[src/design/ttcm_pkg.sv]
// ----------------------------------------------------------------------------
// ttcm_pkg: shared types and constants of the threshold trigger monitor
// Item layouts, command and operation codes, mode codes, register map.
// ----------------------------------------------------------------------------
package ttcm_pkg;

  localparam int WINDOW_DEPTH_DEF = 32;

  localparam int CMD_W  = 4;
  localparam int SAD_W  = 24;
  localparam int CNT_W  = 32;
  localparam int MODE_W = 2;
  localparam int THR_W  = 24;
  localparam int CD_W   = 16;

  localparam int APB_ADDR_W = 4;
  localparam int APB_DATA_W = 32;

  localparam logic [CMD_W-1:0] CMD_ARMED_SAMPLE  = 4'd0;
  localparam logic [CMD_W-1:0] CMD_REPORT_SAMPLE = 4'd1;
  localparam logic [CMD_W-1:0] CMD_ENABLE        = 4'd2;
  localparam logic [CMD_W-1:0] CMD_DISABLE       = 4'd3;
  localparam logic [CMD_W-1:0] CMD_ARM           = 4'd4;
  localparam logic [CMD_W-1:0] CMD_DISARM        = 4'd5;
  localparam logic [CMD_W-1:0] CMD_PASS          = 4'd6;
  localparam logic [CMD_W-1:0] CMD_TICK          = 4'd7;
  localparam logic [CMD_W-1:0] CMD_CLEAR         = 4'd8;

  localparam logic [MODE_W-1:0] MODE_DISABLED = 2'd0;
  localparam logic [MODE_W-1:0] MODE_ENABLED  = 2'd1;
  localparam logic [MODE_W-1:0] MODE_ARMED    = 2'd2;
  localparam logic [MODE_W-1:0] MODE_COOLDOWN = 2'd3;

  localparam logic [1:0] REG_THRESHOLD = 2'd0;
  localparam logic [1:0] REG_AUTO_FIRE = 2'd1;
  localparam logic [1:0] REG_COOLDOWN  = 2'd2;

  localparam logic [THR_W-1:0] THRESHOLD_RESET = 24'd1000;
  localparam logic             AUTO_FIRE_RESET = 1'b1;
  localparam logic [CD_W-1:0]  COOLDOWN_RESET  = 16'd1000;

  typedef enum logic [3:0] {
    OP_ARMED_SAMPLE,
    OP_REPORT_SAMPLE,
    OP_ENABLE,
    OP_DISABLE,
    OP_ARM,
    OP_DISARM,
    OP_PASS,
    OP_TICK,
    OP_CLEAR,
    OP_IGNORE
  } op_t;

  typedef struct packed {
    logic [CMD_W-1:0] command;
    logic [SAD_W-1:0] sad_value;
  } cmd_item_t;

  typedef struct packed {
    logic [MODE_W-1:0] mode_now;
    logic              fire_servo;
    logic              detected;
    logic              rearmed;
    logic              mode_changed;
    logic [CNT_W-1:0]  detection_total;
    logic [CNT_W-1:0]  fire_total;
    logic [SAD_W-1:0]  sample_min;
    logic [SAD_W-1:0]  sample_max;
    logic [SAD_W-1:0]  sample_average;
  } res_item_t;

  typedef struct packed {
    op_t              op;
    logic             is_sample;
    logic [SAD_W-1:0] sad_value;
  } q_entry_t;

  typedef struct packed {
    logic [THR_W-1:0] detect_threshold;
    logic             auto_fire;
    logic [CD_W-1:0]  cooldown_ticks;
  } cfg_t;

endpackage

[src/design/ttcm_ram.sv]
// ----------------------------------------------------------------------------
// ttcm_ram: generic single-port-write RAM
// One write port, one read port, registered read data.
// ----------------------------------------------------------------------------
module ttcm_ram #(
  parameter int WIDTH = 24,
  parameter int DEPTH = 32,
  localparam int ADDR_W = (DEPTH > 1) ? $clog2(DEPTH) : 1
) (
  input  logic              clk,
  input  logic              we,
  input  logic [ADDR_W-1:0] waddr,
  input  logic [WIDTH-1:0]  wdata,
  input  logic [ADDR_W-1:0] raddr,
  output logic [WIDTH-1:0]  rdata
);

  logic [WIDTH-1:0] mem [DEPTH];

  always_ff @(posedge clk) begin
    if (we) begin
      mem[waddr] <= wdata;
    end
    rdata <= mem[raddr];
  end

endmodule

[src/design/ttcm_front.sv]
// ----------------------------------------------------------------------------
// ttcm_front: command intake
// Accept items, decode the command into an operation, hold them in a
// two-entry queue for the back end.
// ----------------------------------------------------------------------------
module ttcm_front (
  input  logic                clk,
  input  logic                rst,
  input  logic                cmd_valid,
  output logic                cmd_stall,
  input  ttcm_pkg::cmd_item_t cmd_item,
  output logic                q_valid,
  output ttcm_pkg::q_entry_t  q_head,
  input  logic                q_pop
);
  import ttcm_pkg::*;

  q_entry_t   fifo [2];
  logic       wr_ptr;
  logic       rd_ptr;
  logic [1:0] count;
  logic       push;
  q_entry_t   entry;

  always_comb begin
    entry.sad_value = cmd_item.sad_value;
    entry.is_sample = 1'b0;
    case (cmd_item.command)
      CMD_ARMED_SAMPLE: begin
        entry.op        = OP_ARMED_SAMPLE;
        entry.is_sample = 1'b1;
      end
      CMD_REPORT_SAMPLE: begin
        entry.op        = OP_REPORT_SAMPLE;
        entry.is_sample = 1'b1;
      end
      CMD_ENABLE:  entry.op = OP_ENABLE;
      CMD_DISABLE: entry.op = OP_DISABLE;
      CMD_ARM:     entry.op = OP_ARM;
      CMD_DISARM:  entry.op = OP_DISARM;
      CMD_PASS:    entry.op = OP_PASS;
      CMD_TICK:    entry.op = OP_TICK;
      CMD_CLEAR:   entry.op = OP_CLEAR;
      default:     entry.op = OP_IGNORE;
    endcase
  end

  assign cmd_stall = (count == 2'd2);
  assign push      = cmd_valid && !cmd_stall;
  assign q_valid   = (count != 2'd0);
  assign q_head    = fifo[rd_ptr];

  always_ff @(posedge clk) begin
    if (push) begin
      fifo[wr_ptr] <= entry;
    end
  end

  always_ff @(posedge clk) begin
    if (rst) begin
      wr_ptr <= 1'b0;
      rd_ptr <= 1'b0;
      count  <= 2'd0;
    end else begin
      if (push) begin
        wr_ptr <= ~wr_ptr;
      end
      if (q_pop) begin
        rd_ptr <= ~rd_ptr;
      end
      case ({push, q_pop})
        2'b10:   count <= count + 2'd1;
        2'b01:   count <= count - 2'd1;
        default: count <= count;
      endcase
    end
  end

endmodule

[src/design/ttcm_back.sv]
// ----------------------------------------------------------------------------
// ttcm_back: command execution
// Mode and cooldown control, saturating counters, min/max marks, sliding
// window in RAM and a bit-serial divider for the window average.
// ----------------------------------------------------------------------------
module ttcm_back #(
  parameter int WINDOW_DEPTH = ttcm_pkg::WINDOW_DEPTH_DEF
) (
  input  logic                clk,
  input  logic                rst,
  input  ttcm_pkg::cfg_t      cfg,
  input  logic                q_valid,
  input  ttcm_pkg::q_entry_t  q_head,
  output logic                q_pop,
  output logic                res_valid,
  input  logic                res_stall,
  output ttcm_pkg::res_item_t res_item
);
  import ttcm_pkg::*;

  localparam int POS_W  = (WINDOW_DEPTH > 1) ? $clog2(WINDOW_DEPTH) : 1;
  localparam int FILL_W = $clog2(WINDOW_DEPTH + 1);
  localparam int SUM_W  = SAD_W + $clog2(WINDOW_DEPTH);
  localparam int DCNT_W = $clog2(SUM_W);

  typedef enum logic [4:0] {
    S_IDLE = 5'b00001,
    S_READ = 5'b00010,
    S_EXEC = 5'b00100,
    S_DIV  = 5'b01000,
    S_OUT  = 5'b10000
  } back_state_t;

  back_state_t       state;
  q_entry_t          cur;
  logic [MODE_W-1:0] mode;
  logic [CD_W-1:0]   cooldown_left;
  logic [SUM_W-1:0]  window_sum;
  logic [FILL_W-1:0] window_fill;
  logic [POS_W-1:0]  window_pos;
  logic [SAD_W-1:0]  low_mark;
  logic [SAD_W-1:0]  high_mark;
  logic [CNT_W-1:0]  detections;
  logic [CNT_W-1:0]  firings;
  logic [SAD_W-1:0]  average;
  logic [SAD_W-1:0]  old_sample;
  res_item_t         res;

  logic [SUM_W-1:0]  dq;
  logic [FILL_W-1:0] rem;
  logic [DCNT_W-1:0] dcnt;
  logic [FILL_W:0]   trial;
  logic              ge;
  logic [SUM_W-1:0]  dq_next;

  logic [MODE_W-1:0] mode_next;
  logic [CD_W-1:0]   cooldown_left_next;
  logic [SUM_W-1:0]  window_sum_next;
  logic [FILL_W-1:0] window_fill_next;
  logic [POS_W-1:0]  window_pos_next;
  logic [SAD_W-1:0]  low_mark_next;
  logic [SAD_W-1:0]  high_mark_next;
  logic [CNT_W-1:0]  detections_next;
  logic [CNT_W-1:0]  firings_next;
  logic              fire;
  logic              det;
  logic              rearm;
  logic              changed;
  logic              full;
  logic              out_free;
  logic              ram_we;

  assign q_pop    = (state == S_IDLE) && q_valid;
  assign out_free = !res_valid || !res_stall;
  assign full     = (window_fill == FILL_W'(WINDOW_DEPTH));
  assign ram_we   = (state == S_EXEC) && cur.is_sample;

  ttcm_ram #(
    .WIDTH (SAD_W),
    .DEPTH (WINDOW_DEPTH)
  ) u_window (
    .clk   (clk),
    .we    (ram_we),
    .waddr (window_pos),
    .wdata (cur.sad_value),
    .raddr (window_pos),
    .rdata (old_sample)
  );

  always_comb begin
    mode_next          = mode;
    cooldown_left_next = cooldown_left;
    window_sum_next    = window_sum;
    window_fill_next   = window_fill;
    window_pos_next    = window_pos;
    low_mark_next      = low_mark;
    high_mark_next     = high_mark;
    detections_next    = detections;
    firings_next       = firings;
    fire               = 1'b0;
    det                = 1'b0;
    rearm              = 1'b0;
    changed            = 1'b0;

    if (cur.is_sample) begin
      window_sum_next = window_sum + SUM_W'(cur.sad_value)
                        - (full ? SUM_W'(old_sample) : SUM_W'(0));
      window_fill_next = full ? window_fill : window_fill + FILL_W'(1);
      window_pos_next  = (window_pos == POS_W'(WINDOW_DEPTH - 1)) ? POS_W'(0)
                         : window_pos + POS_W'(1);
      if (cur.sad_value > high_mark) begin
        high_mark_next = cur.sad_value;
      end
      if (cur.sad_value < low_mark) begin
        low_mark_next = cur.sad_value;
      end
    end

    case (cur.op)
      OP_ARMED_SAMPLE: begin
        if (mode == MODE_COOLDOWN && cooldown_left == '0) begin
          mode_next = MODE_ARMED;
          rearm     = 1'b1;
        end
        if (mode_next == MODE_ARMED && cur.sad_value > cfg.detect_threshold) begin
          det             = 1'b1;
          detections_next = (detections == '1) ? detections : detections + CNT_W'(1);
          if (cfg.auto_fire) begin
            fire         = 1'b1;
            firings_next = (firings == '1) ? firings : firings + CNT_W'(1);
          end
          cooldown_left_next = cfg.cooldown_ticks;
          mode_next          = MODE_COOLDOWN;
        end
      end
      OP_REPORT_SAMPLE: begin
        if (mode == MODE_ENABLED && cur.sad_value > cfg.detect_threshold) begin
          det             = 1'b1;
          detections_next = (detections == '1) ? detections : detections + CNT_W'(1);
        end
      end
      OP_ENABLE: begin
        if (mode == MODE_DISABLED) begin
          mode_next = MODE_ENABLED;
          changed   = 1'b1;
        end
      end
      OP_DISABLE: begin
        mode_next = MODE_DISABLED;
        changed   = (mode != MODE_DISABLED);
      end
      OP_ARM: begin
        if (mode == MODE_ENABLED) begin
          mode_next = MODE_ARMED;
          changed   = 1'b1;
        end
      end
      OP_DISARM: begin
        if (mode == MODE_ARMED) begin
          mode_next = MODE_ENABLED;
          changed   = 1'b1;
        end
      end
      OP_PASS: begin
        if (mode == MODE_COOLDOWN && cooldown_left == '0) begin
          mode_next = MODE_ARMED;
          rearm     = 1'b1;
        end
      end
      OP_TICK: begin
        if (cooldown_left != '0) begin
          cooldown_left_next = cooldown_left - CD_W'(1);
        end
      end
      OP_CLEAR: begin
        window_sum_next  = '0;
        window_fill_next = '0;
        window_pos_next  = '0;
        low_mark_next    = '1;
        high_mark_next   = '0;
        detections_next  = '0;
        firings_next     = '0;
      end
      default: begin
      end
    endcase
  end

  assign trial   = {rem, dq[SUM_W-1]};
  assign ge      = (trial >= {1'b0, window_fill});
  assign dq_next = {dq[SUM_W-2:0], ge};

  always_ff @(posedge clk) begin
    case (state)
      S_IDLE: begin
        if (q_valid) begin
          cur <= q_head;
        end
      end
      S_EXEC: begin
        res.mode_now        <= mode_next;
        res.fire_servo      <= fire;
        res.detected        <= det;
        res.rearmed         <= rearm;
        res.mode_changed    <= changed;
        res.detection_total <= detections_next;
        res.fire_total      <= firings_next;
        res.sample_min      <= low_mark_next;
        res.sample_max      <= high_mark_next;
        res.sample_average  <= (cur.op == OP_CLEAR) ? '0 : average;
        dq                  <= window_sum_next;
        rem                 <= '0;
        dcnt                <= DCNT_W'(SUM_W - 1);
      end
      S_DIV: begin
        dq   <= dq_next;
        rem  <= ge ? FILL_W'(trial - {1'b0, window_fill}) : FILL_W'(trial);
        dcnt <= dcnt - DCNT_W'(1);
        if (dcnt == '0) begin
          res.sample_average <= dq_next[SAD_W-1:0];
        end
      end
      S_OUT: begin
        if (out_free) begin
          res_item <= res;
        end
      end
      default: begin
      end
    endcase
  end

  always_ff @(posedge clk) begin
    if (rst) begin
      state         <= S_IDLE;
      mode          <= MODE_DISABLED;
      cooldown_left <= '0;
      window_sum    <= '0;
      window_fill   <= '0;
      window_pos    <= '0;
      low_mark      <= '1;
      high_mark     <= '0;
      detections    <= '0;
      firings       <= '0;
      average       <= '0;
      res_valid     <= 1'b0;
    end else begin
      if (state == S_OUT && out_free) begin
        res_valid <= 1'b1;
      end else if (!res_stall) begin
        res_valid <= 1'b0;
      end
      case (state)
        S_IDLE: begin
          if (q_valid) begin
            state <= q_head.is_sample ? S_READ : S_EXEC;
          end
        end
        S_READ: begin
          state <= S_EXEC;
        end
        S_EXEC: begin
          mode          <= mode_next;
          cooldown_left <= cooldown_left_next;
          window_sum    <= window_sum_next;
          window_fill   <= window_fill_next;
          window_pos    <= window_pos_next;
          low_mark      <= low_mark_next;
          high_mark     <= high_mark_next;
          detections    <= detections_next;
          firings       <= firings_next;
          if (cur.op == OP_CLEAR) begin
            average <= '0;
          end
          state <= cur.is_sample ? S_DIV : S_OUT;
        end
        S_DIV: begin
          if (dcnt == '0) begin
            average <= dq_next[SAD_W-1:0];
            state   <= S_OUT;
          end
        end
        S_OUT: begin
          if (out_free) begin
            state <= S_IDLE;
          end
        end
        default: begin
          state <= S_IDLE;
        end
      endcase
    end
  end

endmodule

[src/design/threshold_trigger_cooldown_monitor_core.sv]
// ----------------------------------------------------------------------------
// threshold_trigger_cooldown_monitor_core: threshold trigger monitor
// Mode control with cooldown, detection and firing counts, sample min/max
// and sliding-window average, with an APB register port.
// ----------------------------------------------------------------------------
//  channel   signals                          direction
//  cmd       cmd_valid / cmd_stall / cmd_item  in   (command, sad_value)
//  res       res_valid / res_stall / res_item  out  (one result per command)
//  apb       psel penable pwrite paddr ...     in   (register access)
//
// Non-sample commands pass through the idle, execute and output states; sample
// commands also read the window RAM first and run the bit-serial divider.
// A two-entry queue lets intake continue while the back end works or the
// result waits under stall. Reset is synchronous; the window RAM needs no
// clearing pass, its fill count marks the valid entries.
// ----------------------------------------------------------------------------
module threshold_trigger_cooldown_monitor_core #(
  parameter int WINDOW_DEPTH = ttcm_pkg::WINDOW_DEPTH_DEF
) (
  input  logic                                clk,
  input  logic                                rst,
  input  logic                                cmd_valid,
  output logic                                cmd_stall,
  input  ttcm_pkg::cmd_item_t                 cmd_item,
  output logic                                res_valid,
  input  logic                                res_stall,
  output ttcm_pkg::res_item_t                 res_item,
  input  logic                                psel,
  input  logic                                penable,
  input  logic                                pwrite,
  input  logic [ttcm_pkg::APB_ADDR_W-1:0]     paddr,
  input  logic [ttcm_pkg::APB_DATA_W-1:0]     pwdata,
  output logic [ttcm_pkg::APB_DATA_W-1:0]     prdata,
  output logic                                pready
);
  import ttcm_pkg::*;

  cfg_t       cfg;
  logic       q_valid;
  logic       q_pop;
  q_entry_t   q_head;
  logic       wr_en;
  logic [1:0] reg_idx;

  assign pready  = 1'b1;
  assign wr_en   = psel && penable && pwrite && pready;
  assign reg_idx = paddr[3:2];

  always_ff @(posedge clk) begin
    if (rst) begin
      cfg.detect_threshold <= THRESHOLD_RESET;
      cfg.auto_fire        <= AUTO_FIRE_RESET;
      cfg.cooldown_ticks   <= COOLDOWN_RESET;
    end else if (wr_en) begin
      case (reg_idx)
        REG_THRESHOLD: begin
          if (pwdata[THR_W-1:0] != '0) begin
            cfg.detect_threshold <= pwdata[THR_W-1:0];
          end
        end
        REG_AUTO_FIRE: cfg.auto_fire <= pwdata[0];
        REG_COOLDOWN: begin
          if (pwdata[CD_W-1:0] != '0) begin
            cfg.cooldown_ticks <= pwdata[CD_W-1:0];
          end
        end
        default: begin
        end
      endcase
    end
  end

  always_comb begin
    case (reg_idx)
      REG_THRESHOLD: prdata = APB_DATA_W'(cfg.detect_threshold);
      REG_AUTO_FIRE: prdata = APB_DATA_W'(cfg.auto_fire);
      REG_COOLDOWN:  prdata = APB_DATA_W'(cfg.cooldown_ticks);
      default:       prdata = '0;
    endcase
  end

  ttcm_front u_front (
    .clk       (clk),
    .rst       (rst),
    .cmd_valid (cmd_valid),
    .cmd_stall (cmd_stall),
    .cmd_item  (cmd_item),
    .q_valid   (q_valid),
    .q_head    (q_head),
    .q_pop     (q_pop)
  );

  ttcm_back #(
    .WINDOW_DEPTH (WINDOW_DEPTH)
  ) u_back (
    .clk       (clk),
    .rst       (rst),
    .cfg       (cfg),
    .q_valid   (q_valid),
    .q_head    (q_head),
    .q_pop     (q_pop),
    .res_valid (res_valid),
    .res_stall (res_stall),
    .res_item  (res_item)
  );

endmodule

[config.mk]
export PLATFORM = sky130hd
export DESIGN_NAME = threshold_trigger_cooldown_monitor_core
export DESIGN_NICKNAME = d
export VERILOG_FILES = /design/src/design/ttcm_pkg.sv /design/src/design/ttcm_ram.sv /design/src/design/ttcm_front.sv /design/src/design/ttcm_back.sv /design/src/design/threshold_trigger_cooldown_monitor_core.sv
export SDC_FILE = /design/constraint.sdc
export NUM_CORES = 2
export LEC_CHECK = 0
export ABC_AREA = 1
export BUFFER_PORTS_ARGS = -buffer_cell sky130_fd_sc_hd__buf_2
export CORE_AREA = 5 5 337 372
export CTS_CLUSTER_SIZE = 24
export DETAILED_ROUTE_END_ITERATION = 12
export DIE_AREA = 0 0 342 377
export GPL_TIMING_DRIVEN = 0
export HOLD_SLACK_MARGIN = 0.15
export PLACE_DENSITY = 0.71
export SETUP_SLACK_MARGIN = 0.5
export SKIP_CTS_REPAIR_TIMING = 1
export SLEW_MARGIN = 10
export SYNTH_ARGS = -nofsm -noshare
export SYNTH_HDL_FRONTEND = slang
export SYNTH_SLANG_ARGS = --single-unit
export TNS_END_PERCENT = 1
[constraint.sdc]
create_clock -name clk -period 25.9 [get_ports clk]
set_input_delay 5.18 -clock clk [delete_from_list [all_inputs] [get_ports clk]]
set_output_delay 5.18 -clock clk [all_outputs]
set_load 0.01 [all_outputs]
==> results.txt <==
Synth Area in Adders - 3.10%
Logic pwr share - 28.6%
DRC viols - 0
Core Box Area - 0.121 mm2
Clock sinks - 1449
Number of global-route vias before repair - 47700
NumNets Final - 6842
Seq pwr share - 41.7%
Reg2Reg Depth - 16
Worst r2r src - u_back.cur[0]$_DFFE_PP_
Syn Area/Cell - 10.3 um2
Crit share post-route - 47.5%
DIE AREA - 0.129 mm2
Synth Area in XOR/XNOR - 0.508%
Die Y - 377 um
CP arrival - 7120 ps
Tot Pwr - 7280 uW
Final std cells w/o fill - 8379
Top_reg_cell synth - edfxtp_1
GRT Total Usage - 31.2%
Finished Core Util - 61.3%
Horiz. Die Dim - 342 um
Pint - 4730 uW
Total I/O pin count - 248
Worst skew pair latency - 800 ps
Tmin final - 12300 ps
Pwr dens - 98.2 mW/mm2
Share of layout cells above drive strength 1 - 9.81%
Clock tree buffer depth - 3
Most common cell after layout, fill and taps aside - edfxtp_1
Worst Hold Path EP - u_back.res_item[121]$_DFFE_PP_
Post-synth EDFFs - 1179
RR Endpoint - u_back.dq[26]$_DFFE_PP_
Largest family of logic cells by synthesized area - simple AND/OR/NAND/NOR gates
First-pass detailed-route iteration total - 8
Post-synth cell types - 55
Sw power - 2550 uW
CTS Buf Count - 145
Per-cell routed wire length - 24.6 um
Status - finished clean
Crit path from - paddr[3]
Max-Cap Viols - 0
Slew Limit Fails - 0
CP Class - in2out
Worst-path fanout max - 10
GP Congestion - 0.994
Fmax - 81.3 MHz
Synth Register Bits - 1449
First-pass GRT wire length - 300000 um
Drt total wl - 206000 um
Hold_sp - u_back.res[121]$_DFFE_PN_
Mux cell area share after synthesis - 0%
Initial cell density of the core - 52.7%
CP Capture Type - output pin
Slew HR - 5.25%
Final setup vio count - 0
Port Buffers - 228
Commonest cells after routing, fill and taps aside - edfxtp_1 (1179), nand2_1 (963), nor2_1 (700)
Worst VDD drop - 0.000108 V
FF-to-FF setup slack - 21050 ps
Row count - 134
Worst Max-Slew Pin Slew - 1410 ps
CTS tree - built
Sequential-to-total area share from yosys stat - 64.0%
Mapped Cells - 6163
Clock network fraction of total power - 29.7%
RSZ-0062 raised after global routing - no
Post-synth ARST share - 0%
WHS Path Cells - 0
Area growth from synthesis to layout - 16.2%
Worst setup SP type - input port
ANT nets after route - 0
H-tree levels - 4
Yosys warns - 0
Largest net degree at the start of global routing - 61
DP HPWL - 150000 um
Vias per inst - 5.99
Dpl cells - 8113
Via Count - 50200
Compound-cell area share of the yosys netlist - 11.9%
Sw frac - 35.0%
Final Hold Fails - 0
TNS Setup - 0 ps
DRT iter0 DRCs - 6588
Simple-gate area share of the yosys netlist - 15.0%
Mapped Area - 0.0637 mm2
Leakage power - 0.0282 uW
Clock-pin slew on the worst setup and hold paths - 60 ps
Root buf cell - clkbuf_16
Max Clock Skew - 71.1 ps
N_diodes - 0
GR Overflow Total - 0
Worst Path Required - 20720 ps
Min-delay worst type - reg2reg
Initial antenna violation count - 6
-- layer usage --
metal	track usage, %	part of all wire [%]
met5	0	0.027
met4	16.7	6.1
met3	7.85	11
met2	49.3	46
met1	39.9	37
-- cells in the mapped netlist, drive strengths merged (10+ instances only) --
cell / number / share of area, %
a21oi: 308 / 2.4
o211ai: 24 / 0.28
dfxtp: 270 / 8.5
xor2: 34 / 0.47
inv: 538 / 3.2
a22o: 38 / 0.52
and2: 28 / 0.27
nor2: 739 / 4.4
edfxtp: 1179 / 56
nor3: 32 / 0.25
buf: 97 / 0.79
clkbuf: 252 / 1.5
a21o: 10 / 0.12
o21ai: 688 / 5.4
a221oi: 46 / 0.63
ha: 118 / 2.3
fa: 25 / 0.79
nand2: 967 / 5.7
nand3: 396 / 3.2
nor4: 17 / 0.21
nand4: 92 / 0.90
o22ai: 211 / 2.1
-- power by group through the flow --
stage	Clock, uW	Sequential, uW	Combinational (uW)
2_1_floorplan	0	3070	1100
3_3_place_gp	0	3300	1600
3_5_place_dp	0	3080	2010
4_1_cts	2180	3030	2020
5_1_grt	2280	3040	2240
6_report	2160	3030	2080
-- registers in the layout, indices dropped and copies added, names as in the netlist, 2 cells and up, named ones only --
signal and count:
u_back.u_window.rdata 24, u_back.average 24, u_back.window_pos 5, u_back.high_mark 24, u_back.res_item 142, u_back.firings 32
cfg 41, u_back.low_mark 24, u_front.count 2, u_back.cur 29, u_front.fifo 58, u_back.cooldown_left 16
u_back.window_sum 29, u_back.mode 2, u_back.state 5, u_back.u_window.mem 768, u_back.rem 6, u_back.res 142
u_back.detections 32, u_back.window_fill 6, u_back.dcnt 5, u_back.dq 29
-- stage by stage --
step	instance area, um2	hold WS [ps]	setup WS (ps)
2_1_floorplan	63800	400	13180
3_3_place_gp	67000	401	9720
3_5_place_dp	69100	405	13720
4_1_cts	74100	411	13700
5_1_grt	74100	419	13460
6_report	74100	407	13600
-- critical path, cell delays in order --
cell      delay, ps
buf_2           110
inv_1            50
or2_2           260
clkbuf_1        200
clkbuf_1        320
o22ai_1         710
buf_2           280
-- worst max path at each step --
| stage | to | slack [ps] | cells past startpoint |
|---|---|---|---|
| 3_3_place_gp | u_back.res_item[71]$_DFFE_PP_ | 9720 | 2 |
| 2_1_floorplan | u_back.res_item[0]$_DFFE_PP_ | 13180 | 1 |
| 4_1_cts | prdata[9] | 13700 | 7 |
| 6_report | prdata[9] | 13600 | 7 |
| 3_5_place_dp | prdata[9] | 13720 | 7 |
| 5_1_grt | prdata[9] | 13460 | 7 |
-- kinds of logic after synthesis --
kind of cell               after synthesis
AOI/OAI and AO/OA                     1361
other                                    2
buffers and inverters                  888
DFF                                   1449
adders and majority gates              143
and+or+nand+nor                       2283
xor gates and xnor gates                37
-- cell type report --
cell class	count	area, um2
multi-input cells	3833	19800
clock buffers	180	3880
clock inverters	86	1040
repair buffers	311	3030
inverters	539	2020
plain buffers	349	1460
flip-flops and latches	1449	40800
well taps	1632	2040
fillers	9683	46800
Power figures use the tool's default switching activity.
